File: src/rtl/sds_pkg.sv
`timescale 1ns / 1ps
// ----------------------------------------------------------------------------
// Swing drive sequencer package
// Shared codes, datapath operations and controller/datapath interface types.
// ----------------------------------------------------------------------------
package sds_pkg;

    localparam int CfgDataWidth = 12;
    localparam int CfgIndexWidth = 3;

    localparam logic [CfgIndexWidth-1:0] CFG_POWER_FLOOR = 3'd0;
    localparam logic [CfgIndexWidth-1:0] CFG_POWER_CEILING = 3'd1;
    localparam logic [CfgIndexWidth-1:0] CFG_GAIN_PROP = 3'd2;
    localparam logic [CfgIndexWidth-1:0] CFG_GAIN_INTEG = 3'd3;
    localparam logic [CfgIndexWidth-1:0] CFG_INTEG_LIMIT = 3'd4;
    localparam logic [CfgIndexWidth-1:0] CFG_TICK_LIMIT = 3'd5;
    localparam logic [CfgIndexWidth-1:0] CFG_DISTANCE_LIMIT = 3'd6;

    localparam logic [6:0] RST_POWER_FLOOR = 7'd38;
    localparam logic [6:0] RST_POWER_CEILING = 7'd64;
    localparam logic [7:0] RST_GAIN_PROP = 8'd77;
    localparam logic [7:0] RST_GAIN_INTEG = 8'd77;
    localparam logic [7:0] RST_INTEG_LIMIT = 8'd15;
    localparam logic [7:0] RST_TICK_LIMIT = 8'd20;
    localparam logic [11:0] RST_DISTANCE_LIMIT = 12'd500;
    localparam logic [11:0] RST_HEIGHT = 12'd10;
    localparam logic [7:0] RST_SETPOINT = 8'd100;

    localparam logic [7:0] SETPOINT_BASE = 8'd75;
    localparam logic [7:0] SETPOINT_SCALE = 8'd150;
    localparam logic [3:0] COUNT_MIN = 4'd10;
    localparam logic [4:0] IDLE_COUNT_MIN = 5'd20;
    localparam logic [1:0] SWING_TICK_MIN = 2'd2;

    localparam logic [2:0] PH_PULL_START = 3'd0;
    localparam logic [2:0] PH_PULL_END = 3'd1;
    localparam logic [2:0] PH_SWING_START = 3'd2;
    localparam logic [2:0] PH_SWING_END = 3'd3;
    localparam logic [2:0] PH_IDLE = 3'd4;

    localparam logic [1:0] CMD_STOP = 2'd0;
    localparam logic [1:0] CMD_RAMP = 2'd1;
    localparam logic [1:0] CMD_NONE = 2'd2;

    localparam logic RAMP_SLOW = 1'b0;
    localparam logic RAMP_FAST = 1'b1;

    typedef enum logic [3:0] {
        OP_NOP,
        OP_LOAD,
        OP_EVAL,
        OP_HU_SQ,
        OP_HU_SET,
        OP_HU_ERR,
        OP_HU_MUL,
        OP_HU_PWR,
        OP_ENTER_RULE,
        OP_ABORT,
        OP_NEXT_OUT
    } op_t;

    typedef struct packed {
        op_t op;
    } ctrl_t;

    typedef struct packed {
        logic rule_fire;
        logic rule_update;
        logic out_last;
    } status_t;

endpackage

File: src/rtl/swing_drive_sequencer_top.sv
`timescale 1ns / 1ps
// ----------------------------------------------------------------------------
// Swing drive sequencer
// Encoder-event phase sequencer with PI drive power and motor commands.
//
//   channel  direction  ports                           handshake
//   s_       in         encoder_speed, knob_level       s_valid / s_ready
//   m_       out        command_kind .. drive_power,    m_valid / m_ready
//                       last (1 to 3 results per event)
//   cfg_     in         cfg_index, cfg_wr_data          cfg_wr_en
//
// From its transfer an event passes the evaluate and abort steps to its first
// result; a firing phase rule adds the enter step, and a height update also
// adds the five-step height/PI sequence in the datapath. Each further result
// follows as m_ready takes the one before. One event is in flight.
// Synchronous reset (aresetn) restores all but the operand and queue registers.
// A stalled m_ready holds the current result; s_ready stays low meanwhile.
// ----------------------------------------------------------------------------
module swing_drive_sequencer_top (
    input  logic                                 aclk,
    input  logic                                 aresetn,
    input  logic                                 cfg_wr_en,
    input  logic [sds_pkg::CfgIndexWidth-1:0]    cfg_index,
    input  logic [sds_pkg::CfgDataWidth-1:0]     cfg_wr_data,
    input  logic                                 s_valid,
    output logic                                 s_ready,
    input  logic signed [7:0]                    s_encoder_speed,
    input  logic [9:0]                           s_knob_level,
    output logic                                 m_valid,
    input  logic                                 m_ready,
    output logic [1:0]                           m_command_kind,
    output logic [6:0]                           m_target_power,
    output logic                                 m_ramp_code,
    output logic [2:0]                           m_phase,
    output logic [11:0]                          m_height_estimate,
    output logic [7:0]                           m_height_target,
    output logic [6:0]                           m_drive_power,
    output logic                                 m_last
);

    sds_pkg::ctrl_t   ctrl;
    sds_pkg::status_t status;

    sds_ctrl u_ctrl (
        .aclk    (aclk),
        .aresetn (aresetn),
        .s_valid (s_valid),
        .s_ready (s_ready),
        .m_valid (m_valid),
        .m_ready (m_ready),
        .m_last  (m_last),
        .ctrl    (ctrl),
        .status  (status)
    );

    sds_datapath u_datapath (
        .aclk              (aclk),
        .aresetn           (aresetn),
        .cfg_wr_en         (cfg_wr_en),
        .cfg_index         (cfg_index),
        .cfg_wr_data       (cfg_wr_data),
        .ctrl              (ctrl),
        .status            (status),
        .s_encoder_speed   (s_encoder_speed),
        .s_knob_level      (s_knob_level),
        .m_command_kind    (m_command_kind),
        .m_target_power    (m_target_power),
        .m_ramp_code       (m_ramp_code),
        .m_phase           (m_phase),
        .m_height_estimate (m_height_estimate),
        .m_height_target   (m_height_target),
        .m_drive_power     (m_drive_power)
    );

endmodule

File: src/rtl/sds_datapath.sv
`timescale 1ns / 1ps
// ----------------------------------------------------------------------------
// Swing drive sequencer datapath
// Configuration, counters, phase rule, height/PI update and command queue.
// ----------------------------------------------------------------------------
module sds_datapath (
    input  logic                                 aclk,
    input  logic                                 aresetn,
    input  logic                                 cfg_wr_en,
    input  logic [sds_pkg::CfgIndexWidth-1:0]    cfg_index,
    input  logic [sds_pkg::CfgDataWidth-1:0]     cfg_wr_data,
    input  sds_pkg::ctrl_t                       ctrl,
    output sds_pkg::status_t                     status,
    input  logic [7:0]                           s_encoder_speed,
    input  logic [9:0]                           s_knob_level,
    output logic [1:0]                           m_command_kind,
    output logic [6:0]                           m_target_power,
    output logic                                 m_ramp_code,
    output logic [2:0]                           m_phase,
    output logic [11:0]                          m_height_estimate,
    output logic [7:0]                           m_height_target,
    output logic [6:0]                           m_drive_power
);

    typedef struct packed {
        logic [1:0] kind;
        logic [6:0] target;
        logic       ramp;
    } cmd_entry_t;

    localparam logic [7:0] SETPOINT_SCALE_W = sds_pkg::SETPOINT_SCALE;

    logic [6:0]  floor_reg, ceil_reg;
    logic [7:0]  gain_prop_reg, gain_integ_reg, integ_limit_reg, tick_limit_reg;
    logic [11:0] distance_limit_reg;

    logic [2:0]  phase_reg, phase_next;
    logic [11:0] dist_reg, dist_next;
    logic [7:0]  tick_reg, tick_next;
    logic [11:0] height_reg, height_next;
    logic [7:0]  setpoint_reg, setpoint_next;
    logic signed [8:0] integ_reg, integ_next;
    logic [6:0]  power_reg, power_next;

    logic [7:0]  speed_reg, speed_next;
    logic [9:0]  knob_reg, knob_next;
    logic [2:0]  rule_phase_reg, rule_phase_next;
    logic [19:0] sq_reg, sq_next;
    logic signed [12:0] e_reg, e_next;
    logic signed [13:0] acc_reg, acc_next;
    logic signed [21:0] pe_reg, pe_next;
    logic signed [22:0] pa_reg, pa_next;

    cmd_entry_t  q_reg [3];
    cmd_entry_t  q_next [3];
    logic [1:0]  cnt_reg, cnt_next;
    logic [1:0]  idx_reg, idx_next;

    logic [7:0]  mag;
    logic [12:0] dist_sum;
    logic [12:0] height_sum;
    logic [27:0] sp_prod;
    logic [14:0] n5, h4;
    logic [14:0] power_base;
    logic signed [24:0] pi_sum;
    logic [15:0] pi_q, pw_wide;
    logic signed [13:0] lim_s, integ_wide;
    logic        rule_fire, rule_update;
    logic [2:0]  rule_ph;
    logic        enter_en;
    logic [2:0]  enter_ph;
    logic [1:0]  push_n;
    cmd_entry_t  push0, push1;

    assign mag = speed_next[7] ? (~speed_next + 8'd1) : speed_next;
    assign dist_sum = {1'b0, dist_reg} + {5'b0, mag};
    assign height_sum = {1'b0, height_reg} + {1'b0, dist_reg};
    assign sp_prod = sq_reg * SETPOINT_SCALE_W;
    assign n5 = {dist_reg, 2'b00} + {3'b0, dist_reg};
    assign h4 = {1'b0, height_reg, 2'b00};
    assign power_base = {({1'b0, floor_reg} + {1'b0, ceil_reg}), 7'b0};
    assign pi_sum = $signed({10'b0, power_base}) + $signed({{3{pe_reg[21]}}, pe_reg})
                  + $signed({{2{pa_reg[22]}}, pa_reg});
    assign pi_q = pi_sum[23:8];
    assign lim_s = $signed({6'b0, integ_limit_reg});

    always_comb begin
        rule_fire = 1'b0;
        rule_update = 1'b0;
        rule_ph = phase_reg;
        case (phase_reg)
            sds_pkg::PH_PULL_START: begin
                rule_fire = n5 > h4;
                rule_ph = sds_pkg::PH_PULL_END;
            end
            sds_pkg::PH_PULL_END: begin
                rule_fire = (dist_reg > {8'b0, sds_pkg::COUNT_MIN})
                          && (speed_reg[7] || speed_reg == 8'd0);
                rule_update = 1'b1;
                rule_ph = sds_pkg::PH_SWING_START;
            end
            sds_pkg::PH_SWING_START: begin
                rule_fire = {dist_reg, 1'b0} > {1'b0, height_reg};
                rule_ph = sds_pkg::PH_SWING_END;
            end
            sds_pkg::PH_SWING_END: begin
                rule_fire = (tick_reg > {6'b0, sds_pkg::SWING_TICK_MIN})
                          && (dist_reg > {8'b0, sds_pkg::COUNT_MIN}) && !speed_reg[7];
                rule_update = 1'b1;
                rule_ph = sds_pkg::PH_PULL_START;
            end
            sds_pkg::PH_IDLE: begin
                rule_fire = (tick_reg > {3'b0, sds_pkg::IDLE_COUNT_MIN})
                          && (dist_reg >= {7'b0, sds_pkg::IDLE_COUNT_MIN});
                rule_ph = sds_pkg::PH_SWING_END;
            end
            default: begin
                rule_fire = 1'b0;
            end
        endcase
    end

    always_comb begin
        phase_next = phase_reg;
        dist_next = dist_reg;
        tick_next = tick_reg;
        height_next = height_reg;
        setpoint_next = setpoint_reg;
        integ_next = integ_reg;
        power_next = power_reg;
        speed_next = speed_reg;
        knob_next = knob_reg;
        rule_phase_next = rule_phase_reg;
        sq_next = sq_reg;
        e_next = e_reg;
        acc_next = acc_reg;
        pe_next = pe_reg;
        pa_next = pa_reg;
        q_next = q_reg;
        cnt_next = cnt_reg;
        idx_next = idx_reg;
        enter_en = 1'b0;
        enter_ph = phase_reg;
        push_n = 2'd0;
        push0 = '0;
        push1 = '0;
        pw_wide = '0;
        integ_wide = acc_reg;
        case (ctrl.op)
            sds_pkg::OP_LOAD: begin
                speed_next = s_encoder_speed;
                knob_next = s_knob_level;
                tick_next = (tick_reg == 8'hFF) ? tick_reg : tick_reg + 8'd1;
                dist_next = dist_sum[12] ? 12'hFFF : dist_sum[11:0];
                cnt_next = 2'd0;
                idx_next = 2'd0;
            end
            sds_pkg::OP_EVAL: begin
                rule_phase_next = rule_ph;
            end
            sds_pkg::OP_HU_SQ: begin
                height_next = height_sum[12:1];
                sq_next = knob_reg * knob_reg;
            end
            sds_pkg::OP_HU_SET: begin
                setpoint_next = sds_pkg::SETPOINT_BASE + sp_prod[27:20];
            end
            sds_pkg::OP_HU_ERR: begin
                e_next = $signed({5'b0, setpoint_reg}) - $signed({1'b0, height_reg});
                acc_next = $signed({{5{integ_reg[8]}}, integ_reg})
                         + $signed({e_next[12], e_next});
            end
            sds_pkg::OP_HU_MUL: begin
                pe_next = e_reg * $signed({1'b0, gain_prop_reg});
                pa_next = acc_reg * $signed({1'b0, gain_integ_reg});
            end
            sds_pkg::OP_HU_PWR: begin
                if (pi_sum[24] || pi_q < {9'b0, floor_reg}) begin
                    pw_wide = {9'b0, floor_reg};
                end else begin
                    pw_wide = pi_q;
                end
                power_next = (pw_wide > {9'b0, ceil_reg}) ? ceil_reg : pw_wide[6:0];
                if (acc_reg < -lim_s) begin
                    integ_wide = -lim_s;
                end else if (acc_reg > lim_s) begin
                    integ_wide = lim_s;
                end else begin
                    integ_wide = acc_reg;
                end
                integ_next = integ_wide[8:0];
            end
            sds_pkg::OP_ENTER_RULE: begin
                enter_en = 1'b1;
                enter_ph = rule_phase_reg;
            end
            sds_pkg::OP_ABORT: begin
                enter_en = (tick_reg > tick_limit_reg) || (dist_reg > distance_limit_reg);
                enter_ph = sds_pkg::PH_IDLE;
            end
            sds_pkg::OP_NEXT_OUT: begin
                idx_next = idx_reg + 2'd1;
            end
            default: begin
                idx_next = idx_reg;
            end
        endcase

        if (enter_en && enter_ph != phase_reg) begin
            phase_next = enter_ph;
            tick_next = 8'd0;
            if (enter_ph == sds_pkg::PH_PULL_START || enter_ph == sds_pkg::PH_SWING_START
                || enter_ph == sds_pkg::PH_IDLE) begin
                dist_next = 12'd0;
            end
            case (enter_ph)
                sds_pkg::PH_PULL_END: begin
                    push_n = 2'd1;
                    push0 = '{kind: sds_pkg::CMD_RAMP, target: floor_reg,
                              ramp: sds_pkg::RAMP_SLOW};
                end
                sds_pkg::PH_SWING_START, sds_pkg::PH_IDLE: begin
                    push_n = 2'd1;
                    push0 = '{kind: sds_pkg::CMD_STOP, target: 7'd0,
                              ramp: sds_pkg::RAMP_SLOW};
                end
                sds_pkg::PH_SWING_END: begin
                    push_n = 2'd2;
                    push0 = '{kind: sds_pkg::CMD_STOP, target: 7'd0,
                              ramp: sds_pkg::RAMP_SLOW};
                    push1 = '{kind: sds_pkg::CMD_RAMP, target: power_reg,
                              ramp: sds_pkg::RAMP_FAST};
                end
                default: begin
                    push_n = 2'd0;
                end
            endcase
        end

        if (push_n != 2'd0 && cnt_reg < 2'd3) begin
            q_next[cnt_reg] = push0;
            cnt_next = cnt_reg + 2'd1;
        end
        if (push_n == 2'd2 && cnt_reg < 2'd2) begin
            q_next[cnt_reg + 2'd1] = push1;
            cnt_next = cnt_reg + 2'd2;
        end
    end

    always_ff @(posedge aclk) begin
        if (!aresetn) begin
            floor_reg <= sds_pkg::RST_POWER_FLOOR;
            ceil_reg <= sds_pkg::RST_POWER_CEILING;
            gain_prop_reg <= sds_pkg::RST_GAIN_PROP;
            gain_integ_reg <= sds_pkg::RST_GAIN_INTEG;
            integ_limit_reg <= sds_pkg::RST_INTEG_LIMIT;
            tick_limit_reg <= sds_pkg::RST_TICK_LIMIT;
            distance_limit_reg <= sds_pkg::RST_DISTANCE_LIMIT;
            phase_reg <= sds_pkg::PH_SWING_END;
            dist_reg <= 12'd0;
            tick_reg <= 8'd0;
            height_reg <= sds_pkg::RST_HEIGHT;
            setpoint_reg <= sds_pkg::RST_SETPOINT;
            integ_reg <= 9'sd0;
            power_reg <= sds_pkg::RST_POWER_CEILING;
            cnt_reg <= 2'd0;
            idx_reg <= 2'd0;
        end else begin
            if (cfg_wr_en) begin
                case (cfg_index)
                    sds_pkg::CFG_POWER_FLOOR: floor_reg <= cfg_wr_data[6:0];
                    sds_pkg::CFG_POWER_CEILING: ceil_reg <= cfg_wr_data[6:0];
                    sds_pkg::CFG_GAIN_PROP: gain_prop_reg <= cfg_wr_data[7:0];
                    sds_pkg::CFG_GAIN_INTEG: gain_integ_reg <= cfg_wr_data[7:0];
                    sds_pkg::CFG_INTEG_LIMIT: integ_limit_reg <= cfg_wr_data[7:0];
                    sds_pkg::CFG_TICK_LIMIT: tick_limit_reg <= cfg_wr_data[7:0];
                    sds_pkg::CFG_DISTANCE_LIMIT: distance_limit_reg <= cfg_wr_data;
                    default: begin
                    end
                endcase
            end
            phase_reg <= phase_next;
            dist_reg <= dist_next;
            tick_reg <= tick_next;
            height_reg <= height_next;
            setpoint_reg <= setpoint_next;
            integ_reg <= integ_next;
            power_reg <= power_next;
            cnt_reg <= cnt_next;
            idx_reg <= idx_next;
        end
    end

    always_ff @(posedge aclk) begin
        speed_reg <= speed_next;
        knob_reg <= knob_next;
        rule_phase_reg <= rule_phase_next;
        sq_reg <= sq_next;
        e_reg <= e_next;
        acc_reg <= acc_next;
        pe_reg <= pe_next;
        pa_reg <= pa_next;
        q_reg <= q_next;
    end

    assign status.rule_fire = rule_fire;
    assign status.rule_update = rule_update;
    assign status.out_last = (cnt_reg == 2'd0) || (idx_reg == cnt_reg - 2'd1);

    assign m_command_kind = (cnt_reg == 2'd0) ? sds_pkg::CMD_NONE : q_reg[idx_reg].kind;
    assign m_target_power = (cnt_reg == 2'd0) ? 7'd0 : q_reg[idx_reg].target;
    assign m_ramp_code = (cnt_reg == 2'd0) ? sds_pkg::RAMP_SLOW : q_reg[idx_reg].ramp;
    assign m_phase = phase_reg;
    assign m_height_estimate = height_reg;
    assign m_height_target = setpoint_reg;
    assign m_drive_power = power_reg;

    a_integ_clamped: assert property (@(posedge aclk) disable iff (!aresetn)
        (ctrl.op == sds_pkg::OP_HU_PWR && !cfg_wr_en)
        |=> ($signed({{5{integ_reg[8]}}, integ_reg}) <= lim_s
             && $signed({{5{integ_reg[8]}}, integ_reg}) >= -lim_s))
        else $error("integrator outside its clamp after update");

    a_power_ceiling: assert property (@(posedge aclk) disable iff (!aresetn)
        (ctrl.op == sds_pkg::OP_HU_PWR && !cfg_wr_en) |=> power_reg <= ceil_reg)
        else $error("drive power above ceiling after update");

    a_queue_bound: assert property (@(posedge aclk) disable iff (!aresetn)
        ctrl.op == sds_pkg::OP_NEXT_OUT |-> idx_reg + 2'd1 < cnt_reg)
        else $error("advance past last queued command");

endmodule

File: src/rtl/sds_ctrl.sv
`timescale 1ns / 1ps
// ----------------------------------------------------------------------------
// Swing drive sequencer controller
// Sequences one encoder event through the datapath and hands out its results.
// ----------------------------------------------------------------------------
module sds_ctrl (
    input  logic               aclk,
    input  logic               aresetn,
    input  logic               s_valid,
    output logic               s_ready,
    output logic               m_valid,
    input  logic               m_ready,
    output logic               m_last,
    output sds_pkg::ctrl_t     ctrl,
    input  sds_pkg::status_t   status
);

    typedef enum logic [3:0] {
        S_WAIT,
        S_EVAL,
        S_SQ,
        S_SET,
        S_ERR,
        S_MUL,
        S_PWR,
        S_ENTER,
        S_ABORT,
        S_EMIT
    } state_t;

    state_t state_reg, state_next;
    logic   m_valid_reg, m_valid_next;

    always_comb begin
        state_next = state_reg;
        m_valid_next = m_valid_reg;
        ctrl.op = sds_pkg::OP_NOP;
        case (state_reg)
            S_WAIT: begin
                if (s_valid) begin
                    ctrl.op = sds_pkg::OP_LOAD;
                    state_next = S_EVAL;
                end
            end
            S_EVAL: begin
                ctrl.op = sds_pkg::OP_EVAL;
                if (!status.rule_fire) begin
                    state_next = S_ABORT;
                end else if (status.rule_update) begin
                    state_next = S_SQ;
                end else begin
                    state_next = S_ENTER;
                end
            end
            S_SQ: begin
                ctrl.op = sds_pkg::OP_HU_SQ;
                state_next = S_SET;
            end
            S_SET: begin
                ctrl.op = sds_pkg::OP_HU_SET;
                state_next = S_ERR;
            end
            S_ERR: begin
                ctrl.op = sds_pkg::OP_HU_ERR;
                state_next = S_MUL;
            end
            S_MUL: begin
                ctrl.op = sds_pkg::OP_HU_MUL;
                state_next = S_PWR;
            end
            S_PWR: begin
                ctrl.op = sds_pkg::OP_HU_PWR;
                state_next = S_ENTER;
            end
            S_ENTER: begin
                ctrl.op = sds_pkg::OP_ENTER_RULE;
                state_next = S_ABORT;
            end
            S_ABORT: begin
                ctrl.op = sds_pkg::OP_ABORT;
                state_next = S_EMIT;
                m_valid_next = 1'b1;
            end
            S_EMIT: begin
                if (m_ready) begin
                    if (status.out_last) begin
                        state_next = S_WAIT;
                        m_valid_next = 1'b0;
                    end else begin
                        ctrl.op = sds_pkg::OP_NEXT_OUT;
                    end
                end
            end
            default: begin
                state_next = S_WAIT;
                m_valid_next = 1'b0;
            end
        endcase
    end

    always_ff @(posedge aclk) begin
        if (!aresetn) begin
            state_reg <= S_WAIT;
            m_valid_reg <= 1'b0;
        end else begin
            state_reg <= state_next;
            m_valid_reg <= m_valid_next;
        end
    end

    assign s_ready = (state_reg == S_WAIT);
    assign m_valid = m_valid_reg;
    assign m_last = status.out_last;

    a_one_side: assert property (@(posedge aclk) disable iff (!aresetn)
        m_valid |-> !s_ready)
        else $error("input taken while results pending");

    a_done_after_last: assert property (@(posedge aclk) disable iff (!aresetn)
        (m_valid && m_ready && status.out_last) |=> (s_ready && !m_valid))
        else $error("block not idle after final result");

    a_valid_in_emit: assert property (@(posedge aclk) disable iff (!aresetn)
        m_valid |-> state_reg == S_EMIT)
        else $error("result valid outside emit");

endmodule
File: config.mk
export PLATFORM = sky130hd
export DESIGN_NAME = swing_drive_sequencer_top
export DESIGN_NICKNAME = d
export VERILOG_FILES = /design/src/rtl/sds_pkg.sv /design/src/rtl/swing_drive_sequencer_top.sv /design/src/rtl/sds_datapath.sv /design/src/rtl/sds_ctrl.sv
export SDC_FILE = /design/constraint.sdc
export NUM_CORES = 2
export LEC_CHECK = 0
export BUFFER_PORTS_ARGS = -buffer_cell sky130_fd_sc_hd__buf_2
export CORE_UTILIZATION = 55
export CTS_BUF_LIST = sky130_fd_sc_hd__clkbuf_2
export CTS_CLUSTER_SIZE = 16
export DETAILED_ROUTE_END_ITERATION = 6
export HOLD_SLACK_MARGIN = 0.1
export PLACE_DENSITY_LB_ADDON = 0.1
export SYNTH_ARGS = -nofsm -noshare
export SYNTH_HDL_FRONTEND = slang
export SYNTH_SLANG_ARGS = --single-unit
File: constraint.sdc
create_clock -name aclk -period 13.2 [get_ports aclk]
set_input_delay 2.64 -clock aclk [delete_from_list [all_inputs] [get_ports aclk]]
set_output_delay 2.64 -clock aclk [all_outputs]
set_load 0.02 [all_outputs]
==> results.md <==
* Synth top area share at a little under a fifth
* Chip height at roughly 230 microns
* Port Buffers at 80
* Gate Count Post-Synth at approximately 3.2k
* Post-synth EDFFs at 104
* Critical-path top delay cell: o2bb2ai_1
* Metal3 WL at 4.68 mm
* Max Cap Viol at 0
* Setup WS post-layout at between 5000 and 6000 ps
* Initial DRT Pass Iterations at 5
* Share of cells above drive strength 1 at 7.37%
* Startpoint Class: flip-flop
* Largest net degree at the start of global routing at 49
* Status: finished clean
* Congestion Overflow GR at 0
* Post-route minimum period at 7740 ps
* Final-report setup violation count at 0
* Worst-Skew Late Latency at about 1100 ps
* Hpwl dp at 57.7 mm
* Via/cell ratio at about 5.6
* Initial antenna violation count at 4
* Worst endpoint required time at about 14000 ps
* Hold Crit Class: reg -> reg
* Critical Path AT at approximately 8600 ps
* Vias in the first global route at approximately 23k
* RD Place Congestion at 0.921
* Row count at 83
* Largest family of logic cells by synthesized area: adder cells
* Antenna-violating nets left at 0
* Fin. Hold Viols at 0
* Met2 wire length at 34.5 mm
* Kind of end point of the critical path: flip-flop
* DRT iter0 DRCs at approximately 1.5k
* Number of gates resized after cts at 0
* Core Util, Final at about three fifths
* Leading area contributor after synthesis: fa_1
* Register area share after synthesis at ~22%
* CTS clk-pin slew, worst paths at around 100 ps
* YS warnings at 0
* RSZ-0062 raised after global routing: no
* Largest stage delay on the critical path at approximately 550 ps
* Routed WL per cell at approximately 18 microns
* Crit path top cell by count: o21a_1
* Final slew viol count at 0
* Synth top cells by count: 548 x inv_1, 384 x ha_1, 314 x nand2_1
* Compound-Gate Fraction of Synth Area at between 10% and 20%
* Clock root buffer: clkbuf_2
* Max VDD drop at ~0.14 mV
* First-pass GRT wire length at around 120 mm
* Synth Area in Simple Gates at about 16%
* Leading cell type by number of instances after synthesis: inv_1
* Max_slew headroom at around 25%
* Mux contribution to synthesized area at under 10%
* Hold Slack at approximately 450 ps
* Worst-path maximum fanout at 9
* Ys async rst share at 0%
* Pwr per Cell Area at roughly 110 mW/mm^2
* DRC Markers at 0
* Post-Syn Area per Cell at about 8.9 sq um
* Post-CTS Setup Repair Bufs at 0
* XOR/XNOR Fraction of Synth Area at approximately 4.2%
* Measured slew at the worst slew-check pin at roughly 1100 ps
* Core Box Area at about 0.052 sq mm
* Placed Area at between 0.02 and 0.03 sq mm
* H-Tree Depth at 3
* Post-Route WL at about 73 mm
* Met1 wire length at 31.8 mm
* Yosys reg bits at approximately 270
* CTS Buf Count at 73
* CTS tree: yes
* Initial Util at a little under three fifths
* Clk buf depth at 3
* Maximum clock rate at around 130 MHz
* Clock Skew at roughly 94 ps
* Largest register FFs at 30
* Uppermost routed layer: met4
* Top post-synthesis cells by area: fa_1 18%, ha_1 17%, dfxtp_1 11%, edfxtp_1 11%, inv_1 7.1%
* Final #Nets at 3996
* Setup TNS at 0 ps
* Gr usage total at 28.1%
* Dpl ws at between 5000 and 6000 ps
* Final worst-path cycle share at between 50% and 60%
* Vias after detailed routing at between 20k and 25k
* IO Count at 81
* Synth Area in Adders at between 30% and 40%
* Die area at 0.0534 sq mm
* Yosys cell types at 90
* Number of hold buffers added after cts at 0
* CP Class: reg -> reg
* Sink Count at 268
* Most used DFF post-synth: dfxtp_1
* Die W at 231 microns
* Leakage at around 15 nW
* Post-route cell area at 0.0306 sq mm
* Post-Syn Area at just under 0.03 sq mm
* P&R area growth vs syn at 5.83%
## metal layers
layer | track usage [%] | vias up
li1 | - | 10900
met1 | 37.0 | 11100
met2 | 47.3 | 682
met3 | 4.60 | 118
met4 | 8.20 | 0
met5 | 0 | -
## power breakdown
| group | switching [W] | internal (W) | leakage [nW] |
|---|---|---|---|
| clock | 0.000378 | 0.000235 | 0.508 |
| sequential | 0.0000772 | 0.000989 | 2.28 |
| combinational | 0.000973 | 0.000804 | 12.2 |
## worst max-delay path, delay by kind of cell, from the launching register on
kind	cells	cell delay [ps]
multiplexers	1	420
AO/OA/AOI/OAI	14	3040
XOR/XNOR	1	240
buffers and inverters	2	90
adder cells (fa/ha/maj)	6	2110
AND/OR/NAND/NOR	8	1330
flip-flops	1	430
## cell type report
cell class | instances | area, sq um
well taps | 680 | 851
clock inverters | 25 | 135
clock buffers | 105 | 526
flip-flops and latches | 268 | 6410
fillers | 4590 | 21100
repair buffers | 93 | 498
diodes | 6 | 15.0
multi-input cells | 2324 | 20100
inverters | 550 | 2060
## kinds of logic after synthesis
| logic type | count (synthesis) |
|---|---|
| flops | 268 |
| fa+ha+maj | 648 |
| mux | 52 |
| compound gates | 527 |
| xor+xnor | 140 |
| simple gates | 955 |
| other cells | 1 |
| buf+inv | 639 |
## cells in the final DEF (no fill, tap or decap), drive strengths merged, types with 11 or more instances in the layout
master | netlist | layout
o21a | 28 | 28
nand2 | 314 | 314
nor3 | 51 | 51
xnor2 | 104 | 104
and2 | 169 | 169
a21o | 36 | 36
dfxtp | 164 | 164
clkinv | 2 | 24
nor2b | 33 | 33
xor2 | 36 | 36
a211oi | 24 | 24
clkbuf | 81 | 105
nand4 | 20 | 20
nor2 | 183 | 183
ha | 384 | 384
buf | 6 | 93
o21bai | 23 | 23
nand2b | 18 | 18
o21ai | 80 | 80
fa | 264 | 264
mux2i | 45 | 45
edfxtp | 104 | 104
o22ai | 11 | 11
a21oi | 159 | 159
o211ai | 29 | 29
a21boi | 14 | 14
a31oi | 42 | 42
nand3 | 58 | 58
or3 | 21 | 21
and3 | 25 | 25
nand4b | 25 | 25
inv | 548 | 550
or2 | 13 | 13
## per-stage QoR
stage	power, W	std cells
global route	0.00378	4050
detailed placement	0.00285	3915
finish	0.00346	4051
floorplan	0.00248	3231
global placement	0.00280	3915
CTS	0.00348	4045
## final timing paths
check                                              from                          end  slack, ps  cells after the start
worst max-delay path            u_datapath.floor_reg[0]  u_datapath.m_drive_power[4]       5460                     32
worst min-delay path               u_datapath.q_reg[10]         u_datapath.q_reg[10]        450                      2
worst max register to register  u_datapath.floor_reg[0]  u_datapath.m_drive_power[4]       5460                     32
worst min register to register     u_datapath.q_reg[10]         u_datapath.q_reg[10]        450                      2
(Power assumes the default switching activity.)
